--- config.mk ---
export PLATFORM = sky130hd
export DESIGN_NAME = jid_scan
export DESIGN_NICKNAME = d
export VERILOG_FILES = /design/src/jid_pkg.sv /design/src/jid_scan.sv
export SDC_FILE = /design/constraint.sdc
export NUM_CORES = 1
export LEC_CHECK = 0
export CAP_MARGIN = 10
export CORE_MARGIN = 10
export CORE_UTILIZATION = 30
export DETAILED_ROUTE_END_ITERATION = 7
export DONT_BUFFER_PORTS = 1
export GPL_TIMING_DRIVEN = 1
export HOLD_SLACK_MARGIN = 0.06
export PLACE_DENSITY = 0.41
export SLEW_MARGIN = 10
export SYNTH_ARGS = -nofsm -noshare
export SYNTH_HDL_FRONTEND = slang
export SYNTH_SLANG_ARGS = --single-unit
--- constraint.sdc ---
create_clock -name aclk -period 2.35 [get_ports aclk]
set_input_delay 0.235 -clock aclk [delete_from_list [all_inputs] [get_ports aclk]]
set_output_delay 0.235 -clock aclk [all_outputs]
set_load 0.02 [all_outputs]
--- src/jid_pkg.sv ---
// Shared types, constants and helper functions (length counting and
// checks, character classes) for the address syntax checker. No dependencies.
package jid_pkg;

    localparam int unsigned MAX_PART_LEN = 1023;
    // Counters saturate one above the limit, so they need one extra code.
    localparam int unsigned LEN_W = $clog2(MAX_PART_LEN + 2);

    localparam logic [7:0] CH_AT    = 8'h40;  // '@'
    localparam logic [7:0] CH_SLASH = 8'h2F;  // '/'
    localparam logic [7:0] CH_SPACE = 8'h20;

    typedef logic [LEN_W-1:0] len_t;

    typedef struct packed {
        logic [7:0] byte_value;
        logic       last_byte;
    } jid_item_t;

    function automatic len_t count_up(input len_t n);
        if (n > len_t'(MAX_PART_LEN)) begin
            count_up = n;
        end else begin
            count_up = n + len_t'(1);
        end
    endfunction

    function automatic logic len_ok(input len_t n);
        len_ok = (n != '0) && (n <= len_t'(MAX_PART_LEN));
    endfunction

    function automatic logic node_char_ok(input logic [7:0] c);
        if (c <= CH_SPACE || c[7]) begin
            node_char_ok = 1'b0;
        end else begin
            // : < > ' " &
            node_char_ok = !(c inside {8'h3A, 8'h3C, 8'h3E, 8'h27, 8'h22, 8'h26});
        end
    endfunction

    function automatic logic domain_char_ok(input logic [7:0] c);
        domain_char_ok = (c inside {[8'h61:8'h7A], [8'h41:8'h5A], [8'h30:8'h39],
                                    8'h2E, 8'h2D, 8'h5F});
    endfunction

endpackage

--- src/jid_scan.sv ---
// Per-address scan state: node/domain/resource counters and class flags.
// Depends on jid_pkg.
module jid_scan
    import jid_pkg::*;
(
    input  logic      aclk,
    input  logic      aresetn,
    input  logic      step,      // one character is consumed this cycle
    input  jid_item_t item,
    output logic      verdict    // verdict including this character
);

    logic at_seen_reg,         at_seen_next;
    len_t node_len_reg,        node_len_next;
    logic node_ok_reg,         node_ok_next;
    logic slash_seen_reg,      slash_seen_next;
    len_t domain_len_reg,      domain_len_next;
    logic domain_ok_reg,       domain_ok_next;
    len_t res_len_reg,         res_len_next;

    logic [7:0] c;

    assign c = item.byte_value;

    always_comb begin
        at_seen_next    = at_seen_reg;
        node_len_next   = node_len_reg;
        node_ok_next    = node_ok_reg;
        slash_seen_next = slash_seen_reg;
        domain_len_next = domain_len_reg;
        domain_ok_next  = domain_ok_reg;
        res_len_next    = res_len_reg;

        if (!at_seen_reg && c == CH_AT) begin
            // first '@': what came before was the node, restart the domain side
            at_seen_next    = 1'b1;
            slash_seen_next = 1'b0;
            domain_len_next = '0;
            domain_ok_next  = 1'b1;
            res_len_next    = '0;
        end else begin
            if (!at_seen_reg) begin
                node_len_next = count_up(node_len_reg);
                node_ok_next  = node_ok_reg & node_char_ok(c);
            end
            if (slash_seen_reg) begin
                res_len_next = count_up(res_len_reg);
            end else if (c == CH_SLASH) begin
                slash_seen_next = 1'b1;
            end else begin
                domain_len_next = count_up(domain_len_reg);
                domain_ok_next  = domain_ok_reg & domain_char_ok(c);
            end
        end

        verdict = (!at_seen_next || (len_ok(node_len_next) && node_ok_next))
               && len_ok(domain_len_next) && domain_ok_next
               && (!slash_seen_next || len_ok(res_len_next));
    end

    always_ff @(posedge aclk) begin
        if (!aresetn || (step && item.last_byte)) begin
            at_seen_reg    <= 1'b0;
            node_len_reg   <= '0;
            node_ok_reg    <= 1'b1;
            slash_seen_reg <= 1'b0;
            domain_len_reg <= '0;
            domain_ok_reg  <= 1'b1;
            res_len_reg    <= '0;
        end else if (step) begin
            at_seen_reg    <= at_seen_next;
            node_len_reg   <= node_len_next;
            node_ok_reg    <= node_ok_next;
            slash_seen_reg <= slash_seen_next;
            domain_len_reg <= domain_len_next;
            domain_ok_reg  <= domain_ok_next;
            res_len_reg    <= res_len_next;
        end
    end

endmodule

==> out/summary.txt, run 1 <==
Critical Path AT: 2.30 ns
Routability cong.: 0.799
Antenna Nets Post-Route: 0
Slew of the pin with the lowest slew margin: 0.622 ns
Die W: 111 um
Top Metal Used: met4
Final hold violation count: 0
Post-synth EDFFs: 0
Core area: 7850 sq um
Row count: 32
Initial drt markers: 127
Flops & latches, synth: 37
FFs w/ async S/R, synth: 0
Metal-1 WL: 3380 um
HP Class: input port to flop
Crit start category: flop
Max-slew headroom: 0.583
Met2 Wirelength: 3220 um
Total power after layout: 1.23 mW
HP Start: step
Final net count: 373
Cell area after layout: 2980 sq um
CP required: 2.12 ns
Leakage: 1.04 nW
Failing checks: negative setup slack
Clock Path Buffers: 2
Yosys warnings: 0
Most common cell after layout, fill and taps aside: nor2_1
Clock Latency Late Sink: 0.29 ns
Synth cell types: 59
Post-DP HPWL: 4960 um
Pwr/cell area: 411 nW/um^2
Sequential fraction of the synthesis area: 0.301
Largest net degree at the start of global routing: 32
Synth area leaders: dfxtp_1 30%, nor2_1 7.2%, nand2_1 5.0%
Fin crit share: 1.08
DRT Pass-1 Iters: 4
Maximum vdd drop: 175 uV
DR DRC count: 0
Worst r2r src: at_seen_reg
Clock transition at the registers of the reported paths: 0.09 ns
I/O pin count: 13
Htree depth: 2
Post-Synthesis Cells: 333
Yosys top cell area share: 0.301
Total Wirelength: 6920 um
Setup ws final: -0.185 ns
Share of cells above drive strength 1: 0.195
Worst Setup SP: domain_len_reg[1]
Leading cell types in the layout, fill and taps excluded: 47 x nor2_1, 37 x buf_4, 33 x nand2_1, 32 x dfxtp_1, 22 x a21oi_1
Syn Std Cell Area: 2460 sq um
Starting Density: 0.314
Max_cap viols: 0
Total congestion overflow: 0
Fmax achieved: 394 MHz
Antenna violations before repair: 0
Synth area leader: dfxtp_1
Fillers: 864
Wirelength per Cell: 15.0 um
Die Span Y: 111 um
Crit end category: output pin
Syn Nets: 348
Global-route wire length before repair: 11600 um
Die area: 12200 sq um
Vias: 2528
Vias per cell: 5.48
Post-DP Area: 2760 sq um
Post-synthesis area per instance: 7.39 sq um
Clk root buf: clkbuf_8
Slew Limit Fails: 0
Final Skew: 0.0105 ns
CP Max Fanout: 4
Sinks on Clock Net: 37
Antenna cells: 0
GRT Total Usage: 0.110
Top FF cell, synth: dfxtp_1
Min Tclk post-route: 2.54 ns
CTS Buf Count: 5
Port buffer count: 0
Vias in the first global route: 2347
RSZ-0062 raised after global routing: yes
Area grow syn2layout: 21.1%
Crit Path Class: flop to output pin
CTS tree: yes
Outcome: finished with violations
Final setup viols: 1
Final core occ: 0.380
Wire length on met3: 266 um
-- stage by stage --
step           TNS [ns]  setup WS, ns  hold slack, ns  cells
6_report         -0.185        -0.185          0.0853    461
5_1_grt          -0.270        -0.270          0.0804    461
4_1_cts          -0.200        -0.200          0.0635    460
3_5_place_dp    -0.0336       -0.0336           0.355    449
3_3_place_gp   -0.00542      -0.00542           0.357    449
2_1_floorplan         0        0.0256           0.415    333
-- cells by family (layout without fill, tap and decap cells) --
kind of cell | after synthesis | after routing | synth area share
and+or+nand+nor | 163 | 163 | 0.353
AOI/OAI and AO/OA | 85 | 85 | 0.224
DFF | 37 | 37 | 0.301
buffers and inverters | 30 | 56 | 0.0513
xor gates and xnor gates | 12 | 12 | 0.0427
adders and majority gates | 3 | 3 | 0.0152
muxes | 3 | 3 | 0.0127
-- repair_timing --
item	4_1_cts	5_1_grt
pin swaps	6	5
resized for setup	11	12
setup buffers	2	1
endpoints found under the setup margin	1	1
endpoints found under the hold margin	1	0
hold buffers	1	0
-- final timing paths --
| check | end | slack, ns | cells after the start |
|---|---|---|---|
| worst max-delay path | verdict | -0.19 | 8 |
| worst max register to register | domain_len_reg[5] | 0.40 | 6 |
| worst min register to register | node_ok_reg | 0.48 | 2 |
| worst min-delay path | res_len_reg[3] | 0.09 | 1 |
-- cell type report --
type                       instances  area, sq um  share of cell area
multi-input combinational        266         1680               0.564
sequential                        37          749               0.251
timing repair buffer              38          288              0.0965
tap                              102          128              0.0428
clock buffer                       6         82.6              0.0277
inverter                          10         37.5              0.0126
clock inverter                     2         13.8             0.00462
-- per-layer routing --
metal	vias up	global-route usage
met1	1196	0.142
met5	-	0
met2	40	0.176
li1	1288	-
met4	0	0.0311
met3	4	0.0259
-- worst max-delay path, cell delays in order, from the launching register on --
cell     delay, ns
dfxtp_4       0.37
ha_4          0.17
nand3_2       0.07
or4b_4        0.47
and2_4        0.16
or3_1         0.31
a31oi_1       0.16
a41oi_2       0.13
buf_4         0.18
-- Yosys cell counts (2+ instances only) --
library cell  count
nor2_1           47
mux2i_1           2
xnor2_1           7
o21ai_1           7
ha_1              3
nand3_1          11
or2_1             2
and3b_1           2
nor4_1            8
nor2b_1           2
o21ai_0          11
and4b_1           4
or3_1             3
o31ai_1           3
nor3_1           10
a21oi_1          23
nand4b_1          3
a311oi_1          4
and3_1            3
a211oi_1          4
nand3b_1          3
a21o_1            2
a22oi_1           4
nor4b_1           2
a41oi_1           4
inv_1             9
nand2_1          33
and4_1            6
clkbuf_1         11
nor3b_1           2
o211ai_1          3
nand4_1           9
a211o_1           2
and2_1            5
a31oi_1           7
dfxtp_1          37
or2_2             2
xor2_1            5
buf_2             8
-- where the power goes --
group	internal, mW	switching (mW)	leakage, nW
Clock	0.238	0.250	0.0512
Sequential	0.633	0.00690	0.302
Combinational	0.0431	0.0554	0.690
Total	0.914	0.312	1.04
No activity file was read; power rests on OpenSTA's default activity.
==> run 2: changes to the inputs <==
--- a/config.mk
+++ b/config.mk
@@ -7,12 +7,12 @@
 export LEC_CHECK = 0
 export CAP_MARGIN = 10
 export CORE_MARGIN = 10
-export CORE_UTILIZATION = 30
+export CORE_UTILIZATION = 45
 export DETAILED_ROUTE_END_ITERATION = 7
 export DONT_BUFFER_PORTS = 1
 export GPL_TIMING_DRIVEN = 1
 export HOLD_SLACK_MARGIN = 0.06
-export PLACE_DENSITY = 0.41
+export PLACE_DENSITY = 0.57
 export SLEW_MARGIN = 10
 export SYNTH_ARGS = -nofsm -noshare
 export SYNTH_HDL_FRONTEND = slang
==> out/summary.txt, run 2 (same netlist as run 1, synthesis figures left out) <==
Routability cong.: 0.938 (+17%)
Worst path slowest cell: or4b_4
Leakage: 0.999 nW (-4.2%)
Crit end category: output pin
Worst Setup EP: verdict
Slew of the pin with the lowest slew margin: 0.877 ns (+0.255 ns)
Final setup viols: 1 (unchanged)
GR met3 Demand/Resource: 0.0264 (+0.000447)
Critical Path AT: 2.29 ns (about the same)
Switch Pwr: 298 uW (-4.7%)
Setup ws final: -0.177 ns (+0.00826 ns)
Die W: 94.0 um (-15%)
Port buffer count: 0 (unchanged)
Htree depth: 2 (unchanged)
R2R cell count: 8 (+2)
GRT Total Usage: 0.153 (+0.0431)
Final net count: 370 (-0.80%)
CP required: 2.12 ns (about the same)
Share of cells above drive strength 1: 0.166 (-0.0293)
RR Endpoint: domain_len_reg[6]
HP Class: input port to flop
Cell Int Power: 876 uW (-4.2%)
Met1 usage: 0.197 (+0.0558)
Fin crit share: 1.08 (-0.00352)
Antenna cells: 0 (unchanged)
DRT Pass-1 Iters: 4 (unchanged)
Slew Limit Fails: 0 (unchanged)
Global-route wire length before repair: 11200 um (-3.4%)
Clock transition at the registers of the reported paths: 0.08 ns (about the same)
CP cell instances: ha_4 > nand3_2 > or4b_4 > and2_4 > or3_1 > a31oi_1 > a41oi_1 > buf_4
Initial drt markers: 173 (+36%)
Final core occ: 0.549 (+0.169)
R2r setup slk: 0.45 ns (+0.05 ns)
DR DRC count: 0 (unchanged)
Clock power frac: 0.377 (-0.021)
Placed cells: 412 (-8.2%)
Finished Layout Cells: 426 (-7.6%)
Antenna Nets Post-Route: 0 (unchanged)
CTS Buf Count: 5 (unchanged)
Worst Setup SP: domain_len_reg[0]
Crit start category: flop
Post-DP Area: 2680 sq um (-2.8%)
Gr busiest metal: met2
Pre-CTS WS: 0.0181 ns (+0.0517 ns)
Final Skew: 0.00879 ns (-0.00167 ns)
Fin Setup TNS: -0.177 ns (+0.00826 ns)
Die area: 8830 sq um (-28%)
Antenna violations before repair: 0 (unchanged)
Top Family by Delay on Critical Path: simple AND/OR/NAND/NOR gates
Sinks on Clock Net: 37 (unchanged)
Max_cap viols: 0 (unchanged)
Routing usage on met2: 0.249 (+0.0728)
I/O pin count: 13 (unchanged)
Fillers: 543 (-37%)
Fmax achieved: 396 MHz (+0.33%)
Min Tclk post-route: 2.53 ns (-0.00826 ns)
Cell area after layout: 2860 sq um (-4.2%)
CP Max Fanout: 3 (-1)
Pwr/cell area: 411 nW/um^2 (-0.15%)
Worst r2r src: domain_len_reg[0]
Largest net degree at the start of global routing: 24 (-25%)
Area grow syn2layout: 16.0%
Vias in the first global route: 2339 (-0.34%)
Post-DP HPWL: 4600 um (-7.4%)
Clk root buf: clkbuf_8
Vias: 2544 (+0.63%)
Crit path depth: 8 (unchanged)
Clock Latency Late Sink: 0.29 ns (about the same)
Most common cell after layout, fill and taps aside: nor2_1
Vias per cell: 5.97 (+8.9%)
Crit-path max cell delay: 0.48 ns (about the same)
Row count: 26 (-19%)
Total congestion overflow: 0 (unchanged)
Leading cell types in the layout, fill and taps excluded: 47 x nor2_1, 34 x buf_4, 33 x nand2_1, 31 x dfxtp_1, 23 x a21oi_1
Failing checks: negative setup slack
RSZ-0062 raised after global routing: yes
Wirelength per Cell: 15.5 um (+3.2%)
Logic pwr share: 0.078 (-0.002)
Maximum vdd drop: 351 uV (+100%)
Total Wirelength: 6600 um (-4.7%)
Starting Density: 0.473 (+0.159)
Final hold violation count: 0 (unchanged)
Worst path bufs/invs: 1 (unchanged)
Reg power frac: 0.544 (+0.022)
Clock Path Buffers: 2 (unchanged)
CTS tree: yes
Core area: 5200 sq um (-34%)
Crit Path Class: flop to output pin
Net switching share of the total power: 0.254 (-0.000901)
Outcome: finished with violations
Die Span Y: 94.0 um (-15%)
Max-slew headroom: 0.414 (-0.168)
run 2: cell types whose count changed in the layout (fill, tap and decap cells not counted), sizes merged:
cell | before | now
clkinvlp | 0 | 1
clkbuf | 6 | 5
buf | 37 | 34
run 2: power by group through the flow:
| stage | registers [mW] | logic (mW) | clock network (mW) |
|---|---|---|---|
| final | 0.639 | 0.0920 | 0.443 |
| after global routing | 0.640 | 0.104 | 0.480 |
| after CTS | 0.640 | 0.0916 | 0.462 |
| after detailed placement | 0.654 | 0.0876 | 0 |
| after global placement | 0.654 | 0.0876 | 0 |
| after floorplan | 0.654 | 0.0726 | 0 |
run 2: final cells by class:
| cell class | instances | area (sq um) | share of cell area |
|---|---|---|---|
| Clock inverter | 3 | 17.5 | 0.00613 |
| Multi-Input combinational cell | 266 | 1630 | 0.569 |
| Inverter | 10 | 37.5 | 0.0131 |
| Timing Repair Buffer | 35 | 265 | 0.0929 |
| Sequential cell | 37 | 753 | 0.264 |
| Tap cell | 70 | 87.6 | 0.0307 |
| Clock buffer | 5 | 68.8 | 0.0241 |
run 2: worst min-delay path by stage:
stage	from	to	slack [ns]	cells after the start
2_1_floorplan	aresetn	domain_len_reg[5]	0.42	2
4_1_cts	step	domain_len_reg[9]	0.1	2
5_1_grt	step	domain_len_reg[9]	0.12	2
3_3_place_gp	step	res_len_reg[3]	0.35	1
6_report	step	domain_len_reg[9]	0.11	2
3_5_place_dp	step	res_len_reg[3]	0.36	1
run 2: layer usage:
| layer | wire length (um) | up-vias |
|---|---|---|
| met5 | 0 | - |
| met4 | 168 | 0 |
| met1 | 3150 | 1202 |
| li1 | - | 1274 |
| met2 | 3030 | 54 |
| met3 | 250 | 14 |
run 2: per-stage QoR:
step	total power, mW	hold WS [ns]
final	1.17	0.115
after global routing	1.22	0.119
after CTS	1.19	0.0974
after detailed placement	0.741	0.357
after global placement	0.741	0.352
after floorplan	0.726	0.415
run 2: worst register-to-register path, delay by kind of cell (launching register included):
kind	cells	cell delay (ns)
AO/OA/AOI/OAI	1	0.17
adder cells (fa/ha/maj)	1	0.17
buffers and inverters	1	0.13
flip-flops	1	0.37
AND/OR/NAND/NOR	5	0.93
run 2: repair_timing:
action | CTS | global route
pin swaps | 7 | 3
setup buffers | 3 | 2
gates resized for setup | 9 | 6
hold buffers | 1 | 0
hold endpoints to repair | 2 | 0
setup endpoints to repair | 1 | 1
==> run 3: changes to the inputs <==
--- a/config.mk
+++ b/config.mk
@@ -6,13 +6,15 @@
 export NUM_CORES = 1
 export LEC_CHECK = 0
 export CAP_MARGIN = 10
+export CELL_PAD_IN_SITES_DETAIL_PLACEMENT = 0
+export CELL_PAD_IN_SITES_GLOBAL_PLACEMENT = 1
 export CORE_MARGIN = 10
 export CORE_UTILIZATION = 45
 export DETAILED_ROUTE_END_ITERATION = 7
 export DONT_BUFFER_PORTS = 1
 export GPL_TIMING_DRIVEN = 1
 export HOLD_SLACK_MARGIN = 0.06
-export PLACE_DENSITY = 0.57
+export PLACE_DENSITY = 0.74
 export SLEW_MARGIN = 10
 export SYNTH_ARGS = -nofsm -noshare
 export SYNTH_HDL_FRONTEND = slang
==> out/summary.txt, run 3 (same netlist as run 1, synthesis figures left out) <==
Outcome: finished with violations
Failing checks: negative setup slack
Starting Density: 0.473 (unchanged)
Cell area after layout: 2880 sq um (+0.66%)
Switch Pwr: 282 uW (-5.5%)
I/O pin count: 13 (unchanged)
Crit end category: output pin
Global-route wire length before repair: 11000 um (-1.7%)
Clock transition at the registers of the reported paths: 0.07 ns (about the same)
Leading cell types in the layout, fill and taps excluded: 47 x nor2_1, 33 x nand2_1, 33 x buf_4, 30 x dfxtp_1, 23 x a21oi_1
Row count: 26 (unchanged)
Die area: 8830 sq um (unchanged)
Cell Int Power: 870 uW (-0.65%)
Sinks on Clock Net: 37 (unchanged)
GRT Total Usage: 0.151 (-0.00138)
HP Class: input port to flop
Maximum vdd drop: 273 uV (-22%)
Clock Path Buffers: 2 (unchanged)
Logic pwr share: 0.083 (+0.005)
CP Max Fanout: 4 (+1)
Final hold violation count: 0 (unchanged)
Max_cap viols: 0 (unchanged)
Finished Layout Cells: 424 (-0.47%)
Crit start category: flop
Min Tclk post-route: 2.51 ns (-0.0219 ns)
Die W: 94.0 um (unchanged)
Setup ws final: -0.155 ns (+0.0219 ns)
Fmax achieved: 399 MHz (+0.88%)
CTS tree: yes
Routability cong.: 0.921 (-1.8%)
Most common cell after layout, fill and taps aside: nor2_1
Vias per cell: 5.91 (-0.99%)
Area grow syn2layout: 16.8%
Wirelength per Cell: 15.5 um (about the same)
Post-DP Area: 2690 sq um (+0.56%)
Max-slew headroom: 0.421 (+0.00692)
Critical Path AT: 2.27 ns (-0.02 ns)
Fin crit share: 1.07 (-0.00934)
Post-DP HPWL: 4690 um (+2.0%)
Final net count: 370 (unchanged)
Vias in the first global route: 2269 (-3.0%)
Pwr/cell area: 400 nW/um^2 (-2.5%)
Placed cells: 414 (+0.49%)
Antenna cells: 0 (unchanged)
Clock Latency Late Sink: 0.28 ns (about the same)
Final Skew: 0.00305 ns (-0.00574 ns)
Net switching share of the total power: 0.245 (-0.00930)
Share of cells above drive strength 1: 0.172 (+0.00659)
Final core occ: 0.552 (+0.00361)
Slew of the pin with the lowest slew margin: 0.866 ns (-0.0103 ns)
Die Span Y: 94.0 um (unchanged)
Total Wirelength: 6570 um (-0.44%)
RSZ-0062 raised after global routing: yes
CTS Buf Count: 5 (unchanged)
DR DRC count: 0 (unchanged)
Port buffer count: 0 (unchanged)
Leakage: 1.00 nW (about the same)
Htree depth: 2 (unchanged)
DRT Pass-1 Iters: 4 (unchanged)
Slew Limit Fails: 0 (unchanged)
Largest net degree at the start of global routing: 24 (unchanged)
Vias: 2507 (-1.5%)
CP required: 2.12 ns (about the same)
Antenna violations before repair: 0 (unchanged)
Crit Path Class: flop to output pin
Antenna Nets Post-Route: 0 (unchanged)
Final setup viols: 1 (unchanged)
Clk root buf: clkbuf_8
Clock power frac: 0.362 (-0.015)
Initial drt markers: 61 (-65%)
Total congestion overflow: 0 (unchanged)
Core area: 5200 sq um (unchanged)
Reg power frac: 0.555 (+0.011)
==> run 3: layout make-up <==
| cell class | count | area, sq um |
|---|---|---|
| sequential | 37 | 754 |
| tap | 70 | 87.6 |
| timing repair buffer | 35 | 269 |
| fill | 519 | 2330 |
| clock buffer | 5 | 68.8 |
| inverter | 10 | 37.5 |
| clock inverter | 1 | 5.00 |
| multi-input combinational | 266 | 1650 |
==> run 3: path summary, 6_finish.rpt <==
check                                       start           endpoint  slack, ns  depth (start not counted)
worst min-delay path                         step  domain_len_reg[9]       0.12                          2
worst max register to register  domain_len_reg[0]  domain_len_reg[6]       0.44                          8
worst max-delay path            domain_len_reg[0]            verdict      -0.16                          8
worst min register to register        node_ok_reg        node_ok_reg       0.48                          2
==> run 3: worst max-delay path, cell delays in order (launching register included) <==
cell and delay (ns):
dfxtp_4 0.36, ha_4 0.17, nand3_2 0.07, or4b_4 0.48
and2_4 0.15, or3_1 0.29, a31oi_1 0.17, a41oi_1 0.12
buf_4 0.18
==> run 3: metal layers <==
metal	share of wire	wire (um)	up-vias	track usage
met1	0.47	3080	1176	0.189
met2	0.48	3150	43	0.252
met4	0.014	93	0	0.0481
met3	0.037	241	8	0.0320
li1	-	-	1280	-
met5	0	0	-	0
==> run 3: power groups by stage <==
| stage | combinational, mW | sequential [mW] | clock (mW) |
|---|---|---|---|
| after CTS | 0.0973 | 0.640 | 0.423 |
| after global placement | 0.0915 | 0.653 | 0 |
| after global routing | 0.108 | 0.640 | 0.449 |
| after detailed placement | 0.0921 | 0.654 | 0 |
| after floorplan | 0.0726 | 0.654 | 0 |
| final | 0.0957 | 0.639 | 0.417 |
==> run 3: metrics by stage <==
step                setup TNS, ns  power [mW]  hold WS [ns]  setup WS, ns
floorplan                       0       0.726         0.415        0.0256
global placement                0       0.745         0.353        0.0543
detailed placement              0       0.746         0.354        0.0349
CTS                        -0.138        1.16         0.111        -0.138
global route               -0.284        1.20         0.106        -0.284
finish                     -0.155        1.15         0.124        -0.155
==> run 3: what timing repair did <==
| action | 4_1_cts | 5_1_grt |
|---|---|---|
| setup endpoints to repair | 1 | 1 |
| hold buffers | 1 | 0 |
| gates resized for setup | 13 | 8 |
| setup buffers | 2 | 1 |
| pin swaps | 8 | 3 |
| endpoints found under the hold margin | 2 | 0 |
